## config.mk

```make
export PLATFORM = sky130hd
export DESIGN_NAME = fan_mode_key_controller
export DESIGN_NICKNAME = d
export VERILOG_FILES = /design/src/hdl/fmkc_pkg.sv /design/src/hdl/fan_mode_key_controller.sv
export SDC_FILE = /design/constraint.sdc
export NUM_CORES = 1
export LEC_CHECK = 0
export BUFFER_PORTS_ARGS = -buffer_cell sky130_fd_sc_hd__clkbuf_2
export CELL_PAD_IN_SITES_DETAIL_PLACEMENT = 1
export CELL_PAD_IN_SITES_GLOBAL_PLACEMENT = 1
export CORE_AREA = 3 3 165 119
export DETAILED_ROUTE_END_ITERATION = 7
export DIE_AREA = 0 0 168 122
export PLACE_DENSITY = 0.87
export SYNTH_ARGS = -nofsm -noshare
export SYNTH_HDL_FRONTEND = slang
export SYNTH_SLANG_ARGS = --single-unit
```

## constraint.sdc

```tcl
create_clock -name clk_i -period 11.31 [get_ports clk_i]
set_input_delay 1.131 -clock clk_i [delete_from_list [all_inputs] [get_ports clk_i]]
set_output_delay 1.131 -clock clk_i [all_outputs]
set_load 0.05 [all_outputs]
```

## src/hdl/fmkc_pkg.sv

```systemverilog
// Shared constants and types for the fan mode key controller.
`default_nettype none

package fmkc_pkg;

  typedef enum logic [1:0] {
    ModeOff   = 2'd0,
    ModeHalf  = 2'd1,
    ModeFull  = 2'd2,
    ModeBurst = 2'd3
  } mode_e;

  typedef enum logic [1:0] {
    DriveOff  = 2'd0,
    DriveHalf = 2'd1,
    DriveFull = 2'd2
  } drive_e;

  localparam int unsigned CfgIdxW = 3;

  localparam logic [CfgIdxW-1:0] RegDebounceLimit = 3'd0;
  localparam logic [CfgIdxW-1:0] RegIdleLockMs    = 3'd1;
  localparam logic [CfgIdxW-1:0] RegBurstOn       = 3'd2;
  localparam logic [CfgIdxW-1:0] RegBurstPeriod   = 3'd3;
  localparam logic [CfgIdxW-1:0] RegSleepIdleMs   = 3'd4;
  localparam logic [CfgIdxW-1:0] RegCoarseDivider = 3'd5;

  localparam int unsigned TimerBitsDefault = 16;

  localparam logic [7:0]  DebounceLimitRst = 8'd15;
  localparam logic [15:0] IdleLockMsRst    = 16'd5000;
  localparam logic [15:0] BurstOnRst       = 16'd6000;
  localparam logic [15:0] BurstPeriodRst   = 16'd9000;
  localparam logic [15:0] SleepIdleMsRst   = 16'd5000;
  localparam logic [7:0]  CoarseDividerRst = 8'd10;

endpackage

`default_nettype wire

```

## src/hdl/fan_mode_key_controller.sv

```systemverilog
// Top level of the fan mode key controller: debounce, mode stepping, lock, burst, sleep.
//
// Each request is one 1 ms tick carrying the raw active-low key level. A request is
// taken every clock cycle while the result register is empty or being drained, and
// its result appears in the result register in the cycle after acceptance, so the
// block sustains one tick per cycle while results are drained. The state update
// between the accepted request and the result register is combinational.
// Configuration writes are always accepted and take effect for the next tick.
`default_nettype none

module fan_mode_key_controller
  import fmkc_pkg::*;
#(
  parameter int unsigned TIMER_BITS = TimerBitsDefault
) (
  input  wire logic               clk_i,
  input  wire logic               rst_ni,
  input  wire logic               in_valid_i,
  output      logic               in_ready_o,
  input  wire logic               key_level_i,
  output      logic               out_valid_o,
  input  wire logic               out_ready_i,
  output      logic [1:0]         fan_mode_o,
  output      logic [1:0]         drive_level_o,
  output      logic               led_pin_o,
  output      logic               locked_out_o,
  output      logic               sleep_request_o,
  input  wire logic               cfg_valid_i,
  output      logic               cfg_ready_o,
  input  wire logic [CfgIdxW-1:0] cfg_index_i,
  input  wire logic [15:0]        cfg_data_i
);

  localparam int unsigned CmpW = (TIMER_BITS > 16) ? TIMER_BITS : 16;
  localparam logic [TIMER_BITS-1:0] TMax = {TIMER_BITS{1'b1}};

  logic [7:0]  debounce_limit_q, coarse_divider_q;
  logic [15:0] idle_lock_ms_q, burst_on_q, burst_period_q, sleep_idle_ms_q;

  logic [7:0]            tick_div_q, tick_div_d;
  logic [7:0]            db_timer_q, db_timer_d;
  logic                  stable_key_q, stable_key_d;
  logic                  press_held_q, press_held_d;
  mode_e                 mode_q, mode_d;
  mode_e                 saved_mode_q, saved_mode_d;
  logic                  lock_q, lock_d;
  logic [TIMER_BITS-1:0] idle_timer_q, idle_timer_d;
  logic [TIMER_BITS-1:0] burst_timer_q, burst_timer_d;
  logic                  burst_active_q, burst_active_d;
  logic [TIMER_BITS-1:0] off_timer_q, off_timer_d;

  drive_e drive_d;
  logic   sleep_d;
  logic   press;
  logic   in_fire;

  logic       out_valid_q;
  logic [1:0] fan_mode_q, drive_level_q;
  logic       led_pin_q, locked_out_q, sleep_request_q;

  assign cfg_ready_o = 1'b1;
  assign in_ready_o  = !out_valid_q || out_ready_i;
  assign in_fire     = in_valid_i && in_ready_o;

  always_ff @(posedge clk_i or negedge rst_ni) begin
    if (!rst_ni) begin
      debounce_limit_q <= DebounceLimitRst;
      idle_lock_ms_q   <= IdleLockMsRst;
      burst_on_q       <= BurstOnRst;
      burst_period_q   <= BurstPeriodRst;
      sleep_idle_ms_q  <= SleepIdleMsRst;
      coarse_divider_q <= CoarseDividerRst;
    end else if (cfg_valid_i) begin
      case (cfg_index_i)
        RegDebounceLimit: debounce_limit_q <= cfg_data_i[7:0];
        RegIdleLockMs:    idle_lock_ms_q   <= cfg_data_i;
        RegBurstOn:       burst_on_q       <= cfg_data_i;
        RegBurstPeriod:   burst_period_q   <= cfg_data_i;
        RegSleepIdleMs:   sleep_idle_ms_q  <= cfg_data_i;
        RegCoarseDivider: coarse_divider_q <= cfg_data_i[7:0];
        default: ;
      endcase
    end
  end

  always_comb begin
    logic [7:0] td_inc;
    logic       down;
    tick_div_d     = tick_div_q;
    db_timer_d     = db_timer_q;
    stable_key_d   = stable_key_q;
    press_held_d   = press_held_q;
    mode_d         = mode_q;
    saved_mode_d   = saved_mode_q;
    lock_d         = lock_q;
    idle_timer_d   = idle_timer_q;
    burst_timer_d  = burst_timer_q;
    burst_active_d = burst_active_q;
    off_timer_d    = off_timer_q;
    press          = 1'b0;
    sleep_d        = 1'b0;
    down           = 1'b0;

    // time base
    td_inc = tick_div_q + 8'd1;
    if (td_inc >= coarse_divider_q) begin
      tick_div_d = '0;
      if (burst_timer_q != TMax) burst_timer_d = burst_timer_q + 1'b1;
    end else begin
      tick_div_d = td_inc;
    end
    if (db_timer_q != 8'hFF) db_timer_d = db_timer_q + 8'd1;
    if (off_timer_q != TMax) off_timer_d = off_timer_q + 1'b1;
    if (mode_q != ModeOff && !lock_q) begin
      if (idle_timer_q != TMax) idle_timer_d = idle_timer_q + 1'b1;
    end else begin
      idle_timer_d = '0;
    end

    // debounce, one-shot press
    if (key_level_i != stable_key_q) begin
      if (db_timer_d > debounce_limit_q) begin
        stable_key_d = key_level_i;
        db_timer_d   = '0;
      end
    end else begin
      down         = !stable_key_q;
      db_timer_d   = '0;
      press        = down && !press_held_q;
      press_held_d = down;
    end

    if (press) begin
      if (!lock_q) begin
        if (saved_mode_q == ModeOff) begin
          mode_d = mode_e'(mode_q + 2'd1);
        end else begin
          mode_d        = saved_mode_q;
          saved_mode_d  = ModeOff;
          burst_timer_d = '0;
        end
      end else begin
        lock_d       = 1'b0;
        saved_mode_d = mode_q;
        mode_d       = ModeOff;
      end
      idle_timer_d = '0;
    end

    if (CmpW'(idle_timer_d) > CmpW'(idle_lock_ms_q)) begin
      idle_timer_d = '0;
      lock_d       = 1'b1;
    end

    // intermittent phase
    if (mode_d == ModeBurst) begin
      if (CmpW'(burst_timer_d) < CmpW'(burst_on_q)) begin
        burst_active_d = 1'b1;
      end else if (CmpW'(burst_timer_d) < CmpW'(burst_period_q)) begin
        burst_active_d = 1'b0;
      end else begin
        burst_timer_d = '0;
      end
    end else begin
      burst_timer_d = '0;
    end

    case (mode_d)
      ModeOff:  drive_d = DriveOff;
      ModeHalf: drive_d = DriveHalf;
      ModeFull: drive_d = DriveFull;
      default:  drive_d = burst_active_d ? DriveFull : DriveOff;
    endcase

    if (mode_d != ModeOff) off_timer_d = '0;
    if (CmpW'(off_timer_d) > CmpW'(sleep_idle_ms_q)) begin
      off_timer_d = '0;
      sleep_d     = 1'b1;
    end
  end

  always_ff @(posedge clk_i or negedge rst_ni) begin
    if (!rst_ni) begin
      tick_div_q     <= '0;
      db_timer_q     <= '0;
      stable_key_q   <= 1'b0;
      press_held_q   <= 1'b0;
      mode_q         <= ModeOff;
      saved_mode_q   <= ModeOff;
      lock_q         <= 1'b0;
      idle_timer_q   <= '0;
      burst_timer_q  <= '0;
      burst_active_q <= 1'b0;
      off_timer_q    <= '0;
      out_valid_q    <= 1'b0;
    end else begin
      if (in_fire) begin
        tick_div_q     <= tick_div_d;
        db_timer_q     <= db_timer_d;
        stable_key_q   <= stable_key_d;
        press_held_q   <= press_held_d;
        mode_q         <= mode_d;
        saved_mode_q   <= saved_mode_d;
        lock_q         <= lock_d;
        idle_timer_q   <= idle_timer_d;
        burst_timer_q  <= burst_timer_d;
        burst_active_q <= burst_active_d;
        off_timer_q    <= off_timer_d;
      end
      if (in_fire) begin
        out_valid_q <= 1'b1;
      end else if (out_ready_i) begin
        out_valid_q <= 1'b0;
      end
    end
  end

  always_ff @(posedge clk_i) begin
    if (in_fire) begin
      fan_mode_q      <= mode_d;
      drive_level_q   <= drive_d;
      led_pin_q       <= (mode_d == ModeOff);
      locked_out_q    <= lock_d;
      sleep_request_q <= sleep_d;
    end
  end

  assign out_valid_o     = out_valid_q;
  assign fan_mode_o      = fan_mode_q;
  assign drive_level_o   = drive_level_q;
  assign led_pin_o       = led_pin_q;
  assign locked_out_o    = locked_out_q;
  assign sleep_request_o = sleep_request_q;

endmodule

`default_nettype wire

```

# Word-level counts from Yosys, hierarchy flattened
# Cells that the tools add are included.
[classes]
add_sub_neg = 6
magnitude_cmp = 6
eq_ne = 14
muxes = 35
bitwise = 1
reduce_logical = 23
[ops]
columns = ["cell", "n"]
rows = [
  ["2-to-1 mux 16 bit", 15],
  ["adder 16 x 1 -> 16 bit (second input constant)", 3],
  ["inequality test 16 bit (second input constant)", 3],
  ["greater-than comparator 16 bit", 2],
  ["< comparator 16 bit", 2],
  ["2-to-1 mux 8 bit", 4],
  ["adder 8 x 1 -> 8 bit (second input constant)", 2],
  ["AND reduction 2 bit", 7],
  ["2-to-1 mux 2 bit", 6],
  ["2-to-1 mux 1 bit", 9],
  [">= comparator 8 bit", 1],
  ["greater-than comparator 8 bit", 1],
  ["inequality test 8 bit (second input constant)", 1],
  ["== test 3 x 2 -> 1 bit (second input constant)", 2],
  ["== test 3 bit (second input constant)", 2],
  ["one-hot mux 2 bit (3 select lines)", 1],
  ["AND reduction 3 bit", 2],
  ["nonzero test 2 bit", 3],
  ["== test 2 bit (second input constant)", 2],
  ["logical NOT 1 bit", 4],
  ["logical NOT 2 bit", 2],
  ["== test 3 x 1 -> 1 bit (second input constant)", 1],
  ["logical AND 1 bit", 3],
  ["logical NOT 3 bit", 1],
  ["other kinds (6)", 6],
]
[totals]
ff_bits = 160
out_inout_bits = 10
elab_cells = 108

# Longest topological paths before layout
[logic_depth]
depth_word = 12
depth_mapped = 24
depth_no_buf = 23

# Worst setup path before layout
# Ideal clock, no wire load.
[synth_timing]
kind = "register -> register"
from = "reg tick_div_q[0]"
to = "reg burst_timer_q[10]"
setup_time_ns = 0.067
arrival_ns = 4.883
required_ns = 11.243
slack_ns = 6.361
path_stages_with_launch = 23
n_path_buf = 1
synth_period_minus_slack_ns = 4.949
path_cell_list = "dfrtp_1 > ha_1 > nand3_1 > xnor2_1 > ha_1 > o21a_1 > a21oi_1 > or3_1 > buf_2 > a21oi_1 > nand3_1 > nor2_1 > xnor2_1 > nor2_1 > ha_1 > a2111oi_0 > o21ai_1 > a31o_2 > a221o_1 > a31o_2 > a2111oi_4 > a21o_1 > a32o_2"
[synth_via]
elab_chain_len = 10
[synth_lines]
columns = ["item", "line_no", "source"]
rows = [
  ["start: declaration", "fan_mode_key_controller.sv:40", "logic [7:0] tick_div_q, tick_div_d;"],
  ["start signal: assignment", "fan_mode_key_controller.sv:198", "tick_div_q <= tick_div_d;"],
  ["adder 8 x 1 -> 8 bit *", "fan_mode_key_controller.sv:105", "td_inc = tick_div_q + 8'd1;"],
  [">= comparator 8 bit *", "fan_mode_key_controller.sv:106", "if (td_inc >= coarse_divider_q) begin"],
  ["2-to-1 mux 16 bit *", "fan_mode_key_controller.sv:106", ""],
  ["2-to-1 mux 16 bit", "fan_mode_key_controller.sv:135", "if (saved_mode_q == ModeOff) begin"],
  ["2-to-1 mux 16 bit", "fan_mode_key_controller.sv:134", "if (!lock_q) begin"],
  ["2-to-1 mux 16 bit *", "fan_mode_key_controller.sv:133", "if (press) begin"],
  ["< comparator 16 bit", "fan_mode_key_controller.sv:159", "end else if (CmpW'(burst_timer_d) < CmpW'(burst_period_q)) begin"],
  ["2-to-1 mux 16 bit", "fan_mode_key_controller.sv:159", ""],
  ["2-to-1 mux 16 bit *", "fan_mode_key_controller.sv:157", "if (CmpW'(burst_timer_d) < CmpW'(burst_on_q)) begin"],
  ["2-to-1 mux 16 bit *", "fan_mode_key_controller.sv:156", "if (mode_d == ModeBurst) begin"],
  ["end signal: assignment", "fan_mode_key_controller.sv:206", "burst_timer_q <= burst_timer_d;"],
  ["end: declaration", "fan_mode_key_controller.sv:48", "logic [TIMER_BITS-1:0] burst_timer_q, burst_timer_d;"],
]
# Mark *: on every way between the ends. The rest lies on a longest branch, timed or not.
# A chain may end at the register's enable or synchronous reset.

# Final worst setup path
[layout_timing]
from = "reg tick_div_q[0]"
to = "reg burst_timer_q[1]"
# The elaborated chain is that of the path after synthesis.

==> results.txt <==
----------------------------------------------------
[Run]
  Total of max-cap violations ... 0

[Logic synthesis]
  Primary flip-flop cell chosen by synthesis mapping ... sky130_fd_sc_hd__dfrtp_1
  Fraction of synthesized cell area in xor and xnor cells ... 3.201%
  Post-Synthesis Cell Area ... 9578 µm²
  Gate count after technology mapping ... 1060
  Multiplexer share of the synthesized area ... 4.494%
  Area share of fa/ha/maj cells after synthesis ... 10.97%
  Main combinational cell family by area after synthesis ... simple AND/OR/NAND/NOR gates
  Per-instance average area after synthesis ... 9.036 µm²
  Dominant cell type by area after synthesis ... sky130_fd_sc_hd__dfrtp_1
  Nets in the synthesized netlist ... 1169
  Cells taking the most area after synthesis ... sky130_fd_sc_hd__dfrtp_1, sky130_fd_sc_hd__ha_1, sky130_fd_sc_hd__dfstp_2, sky130_fd_sc_hd__nand2_1, sky130_fd_sc_hd__o21ai_0
  Number of enable flip-flop cells after synthesis ... 7
  Share of flip-flops with an asynchronous set or reset ... 95.63%
  Register area share after synthesis ... 42.53%
  Synthesized-area fraction occupied by and/or/nand/nor cells ... 18.79%
  Fraction of the mapped netlist area in compound gates ... 14.91%
  #FFs+latches synth ... 160
  Total number of yosys warnings ... 0
  Area share of the leading cell type in the synthesized netlist ... 32.66%
  Count of different cell masters after synthesis ... 65

[Clock network]
  Number of buffers inserted to repair setup after CTS ... 0
  Clock latency of the later-clocked register in the worst-skew pair ... 440 ps
  TritonCTS clock tree ... done
  Root cell of the clock tree ... sky130_fd_sc_hd__clkbuf_16
  Number of buffers inserted for hold repair after clock tree synthesis ... 0
  Maximum buffer depth of the clock tree ... 2
  Cts bufs inserted ... 17
  Number of sinks on the clock net ... 160
  Register clock-pin slew on the reported worst setup and hold paths ... 70 ps
  H-tree Lvls ... 4
  CTS-repair resized insts ... 0

[Power and ir drop]
  Power density over the cells ... 172.8 nW/µm²
  Largest vdd supply drop ... 0.0001068 V
  Leakage power ... 4.986 nW

[Critical path]
  Delay of the slowest cell on the worst path ... 590 ps
  Element type at the critical path end ... flip-flop
  Critical path required time ... 11680 ps
  Nature of the critical path startpoint ... flip-flop
  Most repeated library cell on the critical path ... sky130_fd_sc_hd__ha_1
  Worst path bufs/invs ... 0
  Critical path class ... flip-flop to flip-flop
  Crit path cell chain ... ha_1 > nand3_1 > xnor2_1 > ha_1 > o21a_1 > a21oi_1 > or3_1 > a21oi_1 > nand3_1 > nor2_1 > xnor2_1 > nor2_1 > ha_1 > a2111oi_0 > o21ai_1 > a31o_2 > a221o_1 > a31o_2 > a2111oi_4 > nand2_1 > o22ai_1
  Worst-path fanout max ... 9
  Arrival time of the worst setup path ... 6270 ps
  Max stage delay cell, worst path ... sky130_fd_sc_hd__a2111oi_4
  Critical path's top delay family ... compound AO/OA/AOI/OAI gates

[Layout]
  Area growth from synthesis to final layout ... 10.52%
  Core occupancy in the finished layout ... 58.79%
  Total number of nets in the final design ... 1195
  Fraction of final layout cells with drive strength greater than 1 ... 13.56%
  Most common library cell in the layout ignoring fill and taps ... sky130_fd_sc_hd__nand2_1
  Highest-count cells in the layout ignoring fill and taps ... sky130_fd_sc_hd__nand2_1, sky130_fd_sc_hd__dfrtp_1, sky130_fd_sc_hd__o21ai_0
  Ant diodes ... 0

[Placement]
  HPWL Detailed ... 19990 µm
  Input/output buffers ... 33
  Global placer's final weighted congestion ... 0.8790

[Route]
  Routed len/inst ... 21.12 µm
  Post-route ant nets ... 0
  Via-per-instance ratio ... 6.070
  Residual DRC count ... 0
  Total Wirelength ... 28190 µm
  Number of DRC markers after the initial detailed-route iteration ... 619
  Initial DRT Pass Iterations ... 5
  Count of vias placed by the detailed router ... 8104

[Die]
  Standard-cell row count ... 41
  Placeable core region ... 18010 µm²
  Die Height ... 122 µm
  Initial Utilization ... 53.19%
  Number of primary I/O pins ... 35
  Horiz. Die Dim ... 168 µm
  DIE AREA ... 20500 µm²

[Timing]
  Final Cycle Share ... 52.17%
  Hold violation count in the final report ... 0
  Min Tclk post-route ... 5900 ps
  Least-Margin Pin Slew ... 1294 ps
  Fmax ... 169.5 MHz
  Max-slew violation count ... 0
  Final setup violating endpoints ... 0
  Normalized max-slew margin ... 13.51%
  Clk_skew ... 8.116 ps
  RSZ-0062 raised after global routing ... no
  Final total negative setup slack ... 0 ps

[Status]
  Result of the run ... completed

[GRT]
  Wire length of the first global-routing pass ... 46000 µm
  Largest net degree at the start of global routing ... 87
  Total global routing track utilization ... 28.68%
  GR Overflow Total ... 0
  Number of antenna violations at the first check in global routing ... 0
  Number of global-route vias before repair ... 8464

[Min path]
  Hold crit path type ... flip-flop to flip-flop

----------------------------------------------------
sequential cells by signal, summed over array words and instances, names as in the netlist:
register          cells
drive_level_o         2
sleep_idle_ms_q      16
stable_key_q          1
out_valid_o           1
saved_mode_q          2
press_held_q          1
coarse_divider_q      8
fan_mode_o            2
locked_out_o          1
db_timer_q            8
debounce_limit_q      8
idle_lock_ms_q       16
mode_q                2
burst_period_q       16
burst_on_q           16
lock_q                1
burst_timer_q        16
led_pin_o             1
tick_div_q            8
sleep_request_o       1
burst_active_q        1
idle_timer_q         16
off_timer_q          16
per-stage QoR:
stage,worst slack (ps),cells,power (mW),cell area (µm²),hold slack (ps)
floorplan,6361,1060,1.085,9578,472.5
global placement,5710,1303,1.214,10010,487.7
detailed placement,5489,1303,1.252,10010,493.4
CTS,5454,1335,1.839,10590,517.4
global route,4827,1335,1.945,10590,526.8
finish,5410,1335,1.829,10590,511.8
worst paths after layout:
kind	from	end	slack (ps)	cells past startpoint
worst max-delay path	tick_div_q[0]	burst_timer_q[1]	5410	21
worst min-delay path	burst_on_q[12]	burst_on_q[12]	510	2
worst max register to register	tick_div_q[0]	burst_timer_q[1]	5410	21
worst min register to register	burst_on_q[12]	burst_on_q[12]	510	2
max in group asynchronous	rst_ni	burst_on_q[15]	9120	2
min in group asynchronous	rst_ni	mode_q[0]	760	1
layer usage:
metal,GRT usage [%],share of wire (%)
met5,0,0
met4,9.096,2.0
met3,5.871,5.7
met2,45.54,46
met1,39.84,46
cells by family after synthesis:
family / count (synthesis)
adders and majority gates: 84
muxes: 39
other: 1
DFF: 160
xor gates and xnor gates: 35
buffers and inverters: 125
AOI/OAI and AO/OA: 228
and+or+nand+nor: 388
cell usage after synthesis, drive strengths merged (19+ instances only):
library cell and count:
dfstp 28, ha 84, nand3 44, o21ai 110, nor3 23, dfrtp 125, nor2 72, a21oi 40
mux2 32, inv 89, nand2 161, xnor2 19, nand4 23, clkbuf 32
cell type report:
type	instances	area, µm²
tap	236	295.3
clock buffer	18	450.4
timing repair buffer	43	246.5
clock inverter	14	122.6
multi-input combinational	775	5062
inverter	89	334.1
sequential	160	4074
fill	2097	7421
worst reg2reg max path: cells and delay by family, from the launching register on:
family	cells	cell delay, ps
DFF	1	430
xor gates and xnor gates	2	250
adders and majority gates	3	850
AOI/OAI and AO/OA	10	2920
and+or+nand+nor	6	1370
power breakdown:
group	total (mW)	internal (mW)	switching (mW)
clock	0.573	0.302	0.271
combinational	0.505	0.181	0.324
sequential	0.751	0.688	0.0631
total	1.83	1.17	0.658
(Power assumes the default switching activity.)
